--- config.mk ---
export PLATFORM = sky130hd
export DESIGN_NAME = double_ended_queue_top
export DESIGN_NICKNAME = d
export VERILOG_FILES = /design/src/rtl/deq_pkg.sv /design/src/rtl/double_ended_queue_top.sv /design/src/rtl/deq_cell.sv
export SDC_FILE = /design/constraint.sdc
export NUM_CORES = 2
export LEC_CHECK = 0
export ABC_AREA = 1
export BUFFER_PORTS_ARGS = -buffer_cell sky130_fd_sc_hd__buf_2
export CORE_ASPECT_RATIO = 0.5
export CORE_MARGIN = 3
export CORE_UTILIZATION = 54
export DETAILED_ROUTE_END_ITERATION = 10
export HOLD_SLACK_MARGIN = 0.05
export PLACE_DENSITY = 0.74
export SLEW_MARGIN = 20
export SYNTH_ARGS = -nofsm -noshare
export SYNTH_HDL_FRONTEND = slang
export SYNTH_SLANG_ARGS = --single-unit
--- constraint.sdc ---
create_clock -name clk -period 4.4 [get_ports clk]
set_input_delay 0.88 -clock clk [delete_from_list [all_inputs] [get_ports clk]]
set_output_delay 0.88 -clock clk [all_outputs]
set_load 0.005 [all_outputs]
--- src/rtl/deq_pkg.sv ---
// Shared types and constants for the double-ended queue.
// Used by deq_cell, double_ended_queue_top and the testbench; depends on nothing.
package deq_pkg;

	localparam int DATA_W    = 32;
	localparam int DEPTH_DEF = 16;

	localparam logic [DATA_W-1:0] EMPTY_MARK = '1;

	// Operation codes carried by an input item
	localparam logic [1:0] FN_PUSH_HEAD = 2'd0;
	localparam logic [1:0] FN_PUSH_TAIL = 2'd1;
	localparam logic [1:0] FN_POP_HEAD  = 2'd2;
	localparam logic [1:0] FN_POP_TAIL  = 2'd3;

	// Result status codes
	localparam logic [1:0] ST_DONE  = 2'd0;
	localparam logic [1:0] ST_UNDER = 2'd1;
	localparam logic [1:0] ST_OVER  = 2'd2;

	// Per-cycle command broadcast to every cell in the row
	typedef struct packed {
		logic shift_right; // push front: each cell takes its left neighbor
		logic shift_left;  // pop front: each cell takes its right neighbor
		logic write_back;  // push back: the cell at the fill position loads the value
	} ctl_t;

endpackage

--- src/rtl/double_ended_queue_top.sv ---
// Double-ended queue top level: a row of deq_cell entries with front at cell 0.
// Depends on deq_pkg and deq_cell.
//
//  channel  | handshake        | payload
//  ---------+------------------+--------------------------------------------------
//  command  | start, busy      | func, value
//  result   | done (strobe)    | status, popped_value, front_value, back_value,
//           |                  | is_empty, fill_count
//
// The result strobes on done in the cycle after start, and busy stays low,
// so a new item may enter each cycle.
// The front sits in cell 0; front pushes and pops shift the whole cell row by
// one place, back pushes load the cell at the fill position, and the entry
// before the back comes from an OR chain through the cells.
// Reset clears the fill count and the strobe; cell contents are not cleared.
// The receiver cannot stall: each result is shown for exactly one cycle.
module double_ended_queue_top #(
	parameter int DEPTH = deq_pkg::DEPTH_DEF,
	parameter int CNT_W = $clog2(DEPTH + 1)
) (
	input  logic                                 clk,
	input  logic                                 arst_n,
	input  logic                                 start,
	output logic                                 busy,
	input  logic [1:0]                           func,
	input  logic signed [deq_pkg::DATA_W-1:0]    value,
	output logic                                 done,
	output logic [1:0]                           status,
	output logic signed [deq_pkg::DATA_W-1:0]    popped_value,
	output logic signed [deq_pkg::DATA_W-1:0]    front_value,
	output logic signed [deq_pkg::DATA_W-1:0]    back_value,
	output logic                                 is_empty,
	output logic [CNT_W-1:0]                     fill_count
);
	import deq_pkg::*;

	logic              accept;
	logic [CNT_W-1:0]  count_q;
	logic [CNT_W-1:0]  count_nxt;
	logic [DATA_W-1:0] back_q;
	logic [DATA_W-1:0] back_nxt;
	logic              empty;
	logic              full;
	ctl_t              ctl;

	logic [DATA_W-1:0] cell_data [DEPTH];
	logic [DATA_W-1:0] sel_chain [DEPTH+1];

	logic              done_q;
	logic [1:0]        status_q, status_nxt;
	logic [DATA_W-1:0] popped_q, popped_nxt;
	logic [DATA_W-1:0] front_q,  front_nxt;
	logic [DATA_W-1:0] back_out_q;
	logic              empty_q;
	logic [CNT_W-1:0]  fill_q;

	assign busy   = 1'b0;
	assign accept = start && !busy;

	assign empty  = (count_q == '0);
	assign full   = (32'(count_q) == DEPTH);

	// Decode the operation into cell commands and the next snapshot
	always_comb begin
		ctl        = '0;
		count_nxt  = count_q;
		back_nxt   = back_q;
		status_nxt = ST_DONE;
		popped_nxt = '0;
		front_nxt  = cell_data[0];
		unique case (func)
			FN_PUSH_HEAD: begin
				if (full) begin
					status_nxt = ST_OVER;
				end else begin
					ctl.shift_right = accept;
					count_nxt       = count_q + CNT_W'(1);
					front_nxt       = value;
					if (empty) begin
						back_nxt = value;
					end
				end
			end
			FN_PUSH_TAIL: begin
				if (full) begin
					status_nxt = ST_OVER;
				end else begin
					ctl.write_back = accept;
					count_nxt      = count_q + CNT_W'(1);
					back_nxt       = value;
					if (empty) begin
						front_nxt = value;
					end
				end
			end
			FN_POP_HEAD: begin
				if (empty) begin
					status_nxt = ST_UNDER;
				end else begin
					ctl.shift_left = accept;
					count_nxt      = count_q - CNT_W'(1);
					popped_nxt     = cell_data[0];
					front_nxt      = cell_data[1];
				end
			end
			FN_POP_TAIL: begin
				if (empty) begin
					status_nxt = ST_UNDER;
				end else begin
					count_nxt  = count_q - CNT_W'(1);
					popped_nxt = back_q;
					back_nxt   = sel_chain[DEPTH];
				end
			end
			default: begin
				status_nxt = ST_DONE;
			end
		endcase
	end

	// Build the cell row
	assign sel_chain[0] = '0;
	for (genvar i = 0; i < DEPTH; i++) begin : g_cell
		logic [DATA_W-1:0] left_d;
		logic [DATA_W-1:0] right_d;
		if (i == 0) begin : g_first
			assign left_d = value;
		end else begin : g_mid
			assign left_d = cell_data[i-1];
		end
		if (i == DEPTH - 1) begin : g_last
			assign right_d = cell_data[i];
		end else begin : g_inner
			assign right_d = cell_data[i+1];
		end
		deq_cell #(
			.IDX   (i),
			.CNT_W (CNT_W)
		) u_cell (
			.clk        (clk),
			.ctl        (ctl),
			.count      (count_q),
			.wr_data    (value),
			.left_data  (left_d),
			.right_data (right_d),
			.sel_in     (sel_chain[i]),
			.data       (cell_data[i]),
			.sel_out    (sel_chain[i+1])
		);
	end

	// Hold the fill count and the result strobe
	always_ff @(posedge clk or negedge arst_n) begin
		if (!arst_n) begin
			count_q <= '0;
			done_q  <= 1'b0;
		end else begin
			done_q <= accept;
			if (accept) begin
				count_q <= count_nxt;
			end
		end
	end

	// Capture the back entry and the result payload
	always_ff @(posedge clk) begin
		if (accept) begin
			back_q     <= back_nxt;
			status_q   <= status_nxt;
			popped_q   <= popped_nxt;
			fill_q     <= count_nxt;
			empty_q    <= (count_nxt == '0);
			if (count_nxt == '0) begin
				front_q    <= EMPTY_MARK;
				back_out_q <= EMPTY_MARK;
			end else begin
				front_q    <= front_nxt;
				back_out_q <= back_nxt;
			end
		end
	end

	assign done         = done_q;
	assign status       = status_q;
	assign popped_value = popped_q;
	assign front_value  = front_q;
	assign back_value   = back_out_q;
	assign is_empty     = empty_q;
	assign fill_count   = fill_q;

	// Fill count never passes the row length
	a_count_bound: assert property (@(posedge clk) disable iff (!arst_n)
		32'(count_q) <= DEPTH)
		else $error("fill count exceeds depth");

	// A result strobes in the cycle after each accepted item
	a_done_follows: assert property (@(posedge clk) disable iff (!arst_n)
		accept |=> done)
		else $error("accepted item gave no result");

	// Empty flag agrees with the reported count
	a_empty_flag: assert property (@(posedge clk) disable iff (!arst_n)
		done |-> (is_empty == (fill_count == '0)))
		else $error("empty flag disagrees with count");

	// Underflow only on an empty queue, overflow only on a full one
	a_under_empty: assert property (@(posedge clk) disable iff (!arst_n)
		(done && status == ST_UNDER) |-> (is_empty && popped_value == '0))
		else $error("underflow on a non-empty queue");

	a_over_full: assert property (@(posedge clk) disable iff (!arst_n)
		(done && status == ST_OVER) |-> (32'(fill_count) == DEPTH))
		else $error("overflow on a non-full queue");

	// Count changes only when an item is accepted
	a_count_step: assert property (@(posedge clk) disable iff (!arst_n)
		!accept |=> $stable(count_q))
		else $error("fill count changed with no item");

endmodule

--- src/rtl/deq_cell.sv ---
// One storage cell of the queue row: holds one entry, shifts with its neighbors.
// Depends on deq_pkg (ctl_t, DATA_W).
module deq_cell #(
	parameter int IDX   = 0,
	parameter int CNT_W = 5
) (
	input  logic                          clk,
	input  deq_pkg::ctl_t                 ctl,
	input  logic [CNT_W-1:0]              count,
	input  logic [deq_pkg::DATA_W-1:0]    wr_data,
	input  logic [deq_pkg::DATA_W-1:0]    left_data,
	input  logic [deq_pkg::DATA_W-1:0]    right_data,
	input  logic [deq_pkg::DATA_W-1:0]    sel_in,
	output logic [deq_pkg::DATA_W-1:0]    data,
	output logic [deq_pkg::DATA_W-1:0]    sel_out
);
	import deq_pkg::*;

	logic [DATA_W-1:0] data_q;
	logic              at_fill;
	logic              at_prev_back;

	// Locate this cell relative to the fill position
	assign at_fill      = (32'(count) == IDX);
	assign at_prev_back = (32'(count) == IDX + 2);

	// Advance the entry: shift in from a neighbor or load a pushed value
	always_ff @(posedge clk) begin
		if (ctl.shift_right) begin
			data_q <= left_data;
		end else if (ctl.shift_left) begin
			data_q <= right_data;
		end else if (ctl.write_back && at_fill) begin
			data_q <= wr_data;
		end
	end

	assign data = data_q;

	// Pass the entry just ahead of the back along the select chain
	assign sel_out = sel_in | (data_q & {DATA_W{at_prev_back}});

endmodule

After elaboration in Yosys (flattened, before gate mapping)
Index checks and enable logic that the tools add are counted.
Widths: inputs -> output; s select.
{"block": "totals", "reg_bits": 654, "word_cells": 189}
{"block": "classes", "bitwise_logic": 31, "muxes": 72, "add_sub_neg": 2, "n_reduce_logical": 38, "eq_ne": 21}
{"op": "$mux 32", "n": 58}
{"op": "$and 32x32->32", "n": 16}
{"op": "$or 32x32->32", "n": 15}
{"op": "$pmux 32 s3", "n": 2}
{"op": "$pmux 32 s2", "n": 1}
{"op": "$reduce_bool 3->1", "n": 15}
{"op": "$eq 5x4->1 const B", "n": 8}
{"op": "$eq 5x3->1 const B", "n": 4}
{"op": "$logic_and 1x1->1", "n": 16}
{"op": "$eq 5x2->1 const B", "n": 2}
{"op": "$eq 5x5->1 const B", "n": 2}
{"op": "$logic_not 5->1", "n": 2}
{"op": "$mux 5", "n": 2}
{"op": "$pmux 5 s2", "n": 1}
{"op": "$mux 1", "n": 6}
{"op": "$add 5x1->5 const B", "n": 1}
{"op": "$eq 5x1->1 const B", "n": 1}
{"op": "$sub 5x1->5 const B", "n": 1}
{"op": "$eq 2x2->1 const B", "n": 2}
{"op": "$pmux 2 s2", "n": 1}
{"op": "$reduce_or 2->1", "n": 2}
{"op": "$eq 2x1->1 const B", "n": 1}
{"op": "$logic_not 2->1", "n": 1}
{"op": "$mux 2", "n": 1}
{"op": "3 further kinds", "n": 3}

Logic depth before layout (Yosys ltp)
{"block": "logic_depth", "depth_word": 19, "ltp_mapped": 16}

By module
Synthesis repeated with hierarchy kept, for this count alone.
{"block": "unflattened", "hier_cells": 6228, "area_unflattened_um2": 46233.1}
{"module": "double_ended_queue_top", "seq_area_each_um2": 4234.1, "cells_each": 1352, "instances": 1, "area_per_inst_um2": 9679.3}
{"module": "deq_cell at g_cell[4].u_cell ...", "seq_area_each_um2": 960.9, "cells_each": 289, "instances": 2, "area_per_inst_um2": 2307.2}
{"module": "deq_cell at g_cell[5].u_cell ...", "seq_area_each_um2": 960.9, "cells_each": 287, "instances": 2, "area_per_inst_um2": 2108.3}
{"module": "deq_cell at g_cell[12].u_cell", "seq_area_each_um2": 960.9, "cells_each": 349, "instances": 1, "area_per_inst_um2": 2418.6}
{"module": "deq_cell at g_cell[11].u_cell", "seq_area_each_um2": 960.9, "cells_each": 352, "instances": 1, "area_per_inst_um2": 2389.8}
{"module": "deq_cell at g_cell[13].u_cell", "seq_area_each_um2": 960.9, "cells_each": 351, "instances": 1, "area_per_inst_um2": 2386.0}
{"module": "deq_cell at g_cell[10].u_cell", "seq_area_each_um2": 960.9, "cells_each": 351, "instances": 1, "area_per_inst_um2": 2378.5}
{"module": "deq_cell at g_cell[15].u_cell", "seq_area_each_um2": 960.9, "cells_each": 293, "instances": 1, "area_per_inst_um2": 2317.2}
{"module": "deq_cell at g_cell[6].u_cell", "seq_area_each_um2": 960.9, "cells_each": 291, "instances": 1, "area_per_inst_um2": 2309.7}
{"module": "deq_cell at g_cell[2].u_cell", "seq_area_each_um2": 960.9, "cells_each": 291, "instances": 1, "area_per_inst_um2": 2298.5}
{"module": "deq_cell at g_cell[14].u_cell", "seq_area_each_um2": 960.9, "cells_each": 292, "instances": 1, "area_per_inst_um2": 2270.9}
{"module": "deq_cell at g_cell[3].u_cell", "seq_area_each_um2": 960.9, "cells_each": 288, "instances": 1, "area_per_inst_um2": 2269.7}
{"module": "deq_cell at g_cell[0].u_cell", "seq_area_each_um2": 960.9, "cells_each": 289, "instances": 1, "area_per_inst_um2": 2253.4}
{"module": "deq_cell at g_cell[1].u_cell", "seq_area_each_um2": 960.9, "cells_each": 289, "instances": 1, "area_per_inst_um2": 2247.2}
{"module": "deq_cell at g_cell[7].u_cell", "seq_area_each_um2": 960.9, "cells_each": 288, "instances": 1, "area_per_inst_um2": 2183.3}

Least setup slack after synthesis
OpenSTA, ideal clock, no wires.
{"block": "synth_timing", "path_type": "input-to-reg", "start": "in func[0]", "end": "reg g_cell[5].u_cell.data_q[0], enable pin", "arrival_ns": 4.139, "setup_slack_ns": -0.208, "n_path_buf": 2, "setup_time_ns": 0.470, "required_time_ns": 3.930, "cell_stages": 6, "cell_sequence": "buf_2 nand2_1 inv_1 nand3_1 buf_2 o31ai_1"}
{"block": "synth_via", "elab_chain_cells": 4}
{"element": "from (decl)", "line": "double_ended_queue_top.sv:25", "source": "input logic [1:0] func,"}
{"element": "$eq 2x1->1", "line": "double_ended_queue_top.sv:71", "source": "unique case (func)"}
{"element": "$mux 1", "line": "double_ended_queue_top.sv:71"}
{"element": "$logic_and 1x1->1", "line": "deq_cell.sv:33", "source": "end else if (ctl.write_back && at_fill) begin"}
{"element": "$reduce_bool 3->1 (no line) *"}
{"element": "to (signal assigned)", "line": "deq_cell.sv:30", "source": "data_q <= left_data;"}
{"element": "to (signal assigned)", "line": "deq_cell.sv:32", "source": "data_q <= right_data;"}
{"element": "to (signal assigned)", "line": "deq_cell.sv:34", "source": "data_q <= wr_data;"}
{"element": "to (decl)", "line": "deq_cell.sv:19", "source": "logic [DATA_W-1:0] data_q;"}
Mark *: on every way between the ends. The rest lies on a longest branch, timed or not.
A chain may end at the register's enable or synchronous reset.

Worst setup path after layout
{"block": "layout_timing", "start": "reg count_q[2]", "end": "reg back_out_q[29] (netlist: back_value[29]), data pin"}
{"block": "layout_via", "elab_chain_cells": 19}
{"element": "from (decl)", "line": "double_ended_queue_top.sv:38", "source": "logic [CNT_W-1:0] count_q;"}
{"element": "from (signal assigned)", "line": "double_ended_queue_top.sv:160", "source": "count_q <= count_nxt;"}
{"element": "$eq 5x2->1", "line": "deq_cell.sv:25", "source": "assign at_prev_back = (32'(count) == IDX + 2);"}
{"element": "$and 32x32->32", "line": "deq_cell.sv:41", "source": "assign sel_out = sel_in | (data_q & {DATA_W{at_prev_back}});"}
{"element": "$or 32x32->32 (15 in series)", "line": "deq_cell.sv:41"}
{"element": "$mux 32", "line": "double_ended_queue_top.sv:107", "source": "if (empty) begin"}
{"element": "$pmux 32 s3", "line": "double_ended_queue_top.sv:71"}
{"element": "to (signal assigned)", "line": "double_ended_queue_top.sv:178", "source": "back_out_q <= back_nxt;"}
{"element": "to (decl)", "line": "double_ended_queue_top.sv:53", "source": "logic [DATA_W-1:0] back_out_q;"}
Parallel ways exist; a longest one is shown, timed or not.

==> impl_metrics.toml <==
[detailed_routing]
drcViolationCount = 0
first_pass_iters = 10
wl_microns = 139000
detail-route-antenna-nets = 0
initialDrtViolationCount = 7317
vias = 34400
avgRoutedWirePerCell_microns = 25.9
viasPerCell = 6.44

[floorplan]
die-area_sq_um = 70600
die_x_microns = 373
initial_utilization = 0.552
ios = 143
rows = 66
core_area_sq_um = 65800
dieHeight_microns = 189

[setup_path]
cp-end-kind = "flip-flop"
critPathBufInv = 0
crit_chain = "nor2_8 -> nand2_4 -> o21ai_0 -> o21bai_1 -> nand2_1 -> nand2_1 -> nand2_1"
cp.required_ns = 4.81
cp-start-kind = "flip-flop"
crit_path_frequent_cell = "nand2_1"
critPathMaxFanout = 34
slowest_delay_ns = 1.12
crit_type = "reg -> reg"
critPathTopFamily = "compound AO/OA/AOI/OAI gates"
cpMaxStageDelayCell = "o21ai_0"
arrival_ns = 4.19

[timing]
hold_viol = 0
post-route-period-util = 0.859
fin_ws_ns = 0.619
slew_violations = 0
period_needed_ns = 3.78
fin_hold_ws_ns = 0.559
rsz0062_at_grt = "false"
finalSetupViolations = 0
skew_ns = 0.0312
relSlewSlack = 0.149
max_freq_ghz = 0.264
worst_slew_pin_slew_ns = 1.26

[yosys]
synth_top_area_frac = 0.535
yosysTopAreaCell = "edfxtp_1"
syn-num-nets = 4450
yosysWarnings = 0
ys_types = 34
ys_top_cells_by_area = "edfxtp_1 (54%), nand2_1 (17%), nand3_1 (9.8%), nor2_1 (2.8%), o21ai_0 (2.4%)"
syn_inst = 4407
syn_area_per_cell_sq_um = 8.25
yosysSeqAreaShare = 0.540
synth_area_sq_um = 36300
ys_seq_elements = 654

[hold_path]
hold_path.class = "in -> async"

[grt]
first_global_vias = 30700
grt_pass1_wl_microns = 200000
overflow = 0
grt_max_degree = 161
antenna_found_initial = 4
grt_util_all_layers = 0.382

[clock_tree]
cts_made_buffers = 59
ctsResizeCount = 0
cts_tree = "done"
root_buffer = "clkbuf_16"
cts.hold.buffers_added = 1
clockBufferDepth = 3
numClockSinks = 654
htree_levels = 2
post_cts_buffers = 0
clock_latency_ns = 0.66
clkTransAtPathRegs_ns = 0.07

[placement]
place_hpwl_microns = 90700
placedInstanceArea_sq_um = 38100
gp_congestion = 1.04
portBuffers = 141
dp_slack_ns = 0.867

[power_and_ir_drop]
p_per_area_nw_per_um2 = 514
peakVddDrop_mv = 0.355
switching_share = 0.399
clockPowerShare = 0.244
p_seq_frac = 0.435
p_leak_nw = 16.4
p_sw_w = 0.00816
intPower_w = 0.0123
combPwrFrac = 0.321

[cells_and_area]
mostFrequentLayoutCells = "nand2_1 (1,680), nand3_1 (713), edfxtp_1 (648), nor2_1 (261), inv_1 (193)"
syn_to_final_growth_pct = 9.46
multi_input_area_sq_um = 14700
final_common_cell = "nand2_1"
final_nets = 4464
drive_above_1_share = 0.0937
nFillCells = 5611
seqCellArea_sq_um = 19600
stdcell_area_sq_um = 39800

[run_status]
status = "complete, no violations"

[run]
maxCapViolCount = 0
[power groups by stage]
| stage | logic (W) | clock network, W | registers (W) |
|---|---|---|---|
| finish | 0.00658 | 0.00499 | 0.00890 |
| global route | 0.00682 | 0.00519 | 0.00897 |
| CTS | 0.00616 | 0.00496 | 0.00885 |
| detailed placement | 0.00613 | 0 | 0.00897 |
| global placement | 0.00602 | 0 | 0.00894 |
| floorplan | 0.00360 | 0 | 0.00875 |
[Yosys cell counts (all sizes together)]
master,number
nand2,1686
nand3,717
edfxtp,648
nor2,301
buf,228
o21ai,211
inv,208
a21oi,102
o211ai,91
clkbuf,80
o21bai,49
o31ai,27
o22ai,18
nor3,10
a211oi,9
dfrtp,6
ha,6
xor2,4
o32ai,2
xnor2,2
conb,1
or2,1
[cell families after synthesis]
logic type,after synthesis,synth area share
and+or+nand+nor,2715,0.310
DFF,654,0.540
buffers and inverters,516,0.0641
AOI/OAI and AO/OA,509,0.0830
xor gates and xnor gates,6,0.00165
adders and majority gates,6,0.00207
other,1,0.000103
[worst paths after layout]
path	from	endpoint	slack, ns	cells past startpoint
hold / removal	arst_n	count_q[3]	0.56	2
setup reg to reg	count_q[2]	back_value[29]	0.62	7
setup / recovery	count_q[2]	back_value[29]	0.62	7
hold reg to reg	g_cell[15].u_cell.data[8]	g_cell[14].u_cell.data[8]	0.59	2
min in group clk	start	back_q[0]	0.57	1
max in group asynchronous	arst_n	count_q[2]	3.69	2
[flip-flops by register name, indices dropped and copies added (netlist names)]
register and count:
back_value 32, popped_value 32, count_q 5, status 2, front_value 32, done 1
back_q 32, fill_count 5, is_empty 1, g_cell.u_cell.data 512
[through the flow]
step           instances  total power (W)  setup TNS [ns]   util
5_1_grt             5347           0.0210               0  0.604
3_3_place_gp        5243           0.0150               0  0.578
4_1_cts             5347           0.0200               0  0.604
6_report            5348           0.0205               0  0.604
3_5_place_dp        5243           0.0151               0  0.578
2_1_floorplan       4407           0.0123          -64.45      -
[layout make-up]
class,instances,share of cell area
sequential,654,0.493
multi-input combinational,3237,0.370
timing repair buffer,261,0.0460
clock buffer,76,0.0387
tap,884,0.0278
inverter,208,0.0201
clock inverter,27,0.00447
antenna,1,0.0000629
[layer usage]
metal / track usage / wire length [microns] / vias up
li1: - / - / 14900
met1: 0.534 / 50200 / 15900
met2: 0.482 / 51200 / 3179
met3: 0.222 / 31700 / 467
met4: 0.137 / 5520 / 8
met5: 0.00202 / 48 / -
Power figures use the tool's default switching activity.
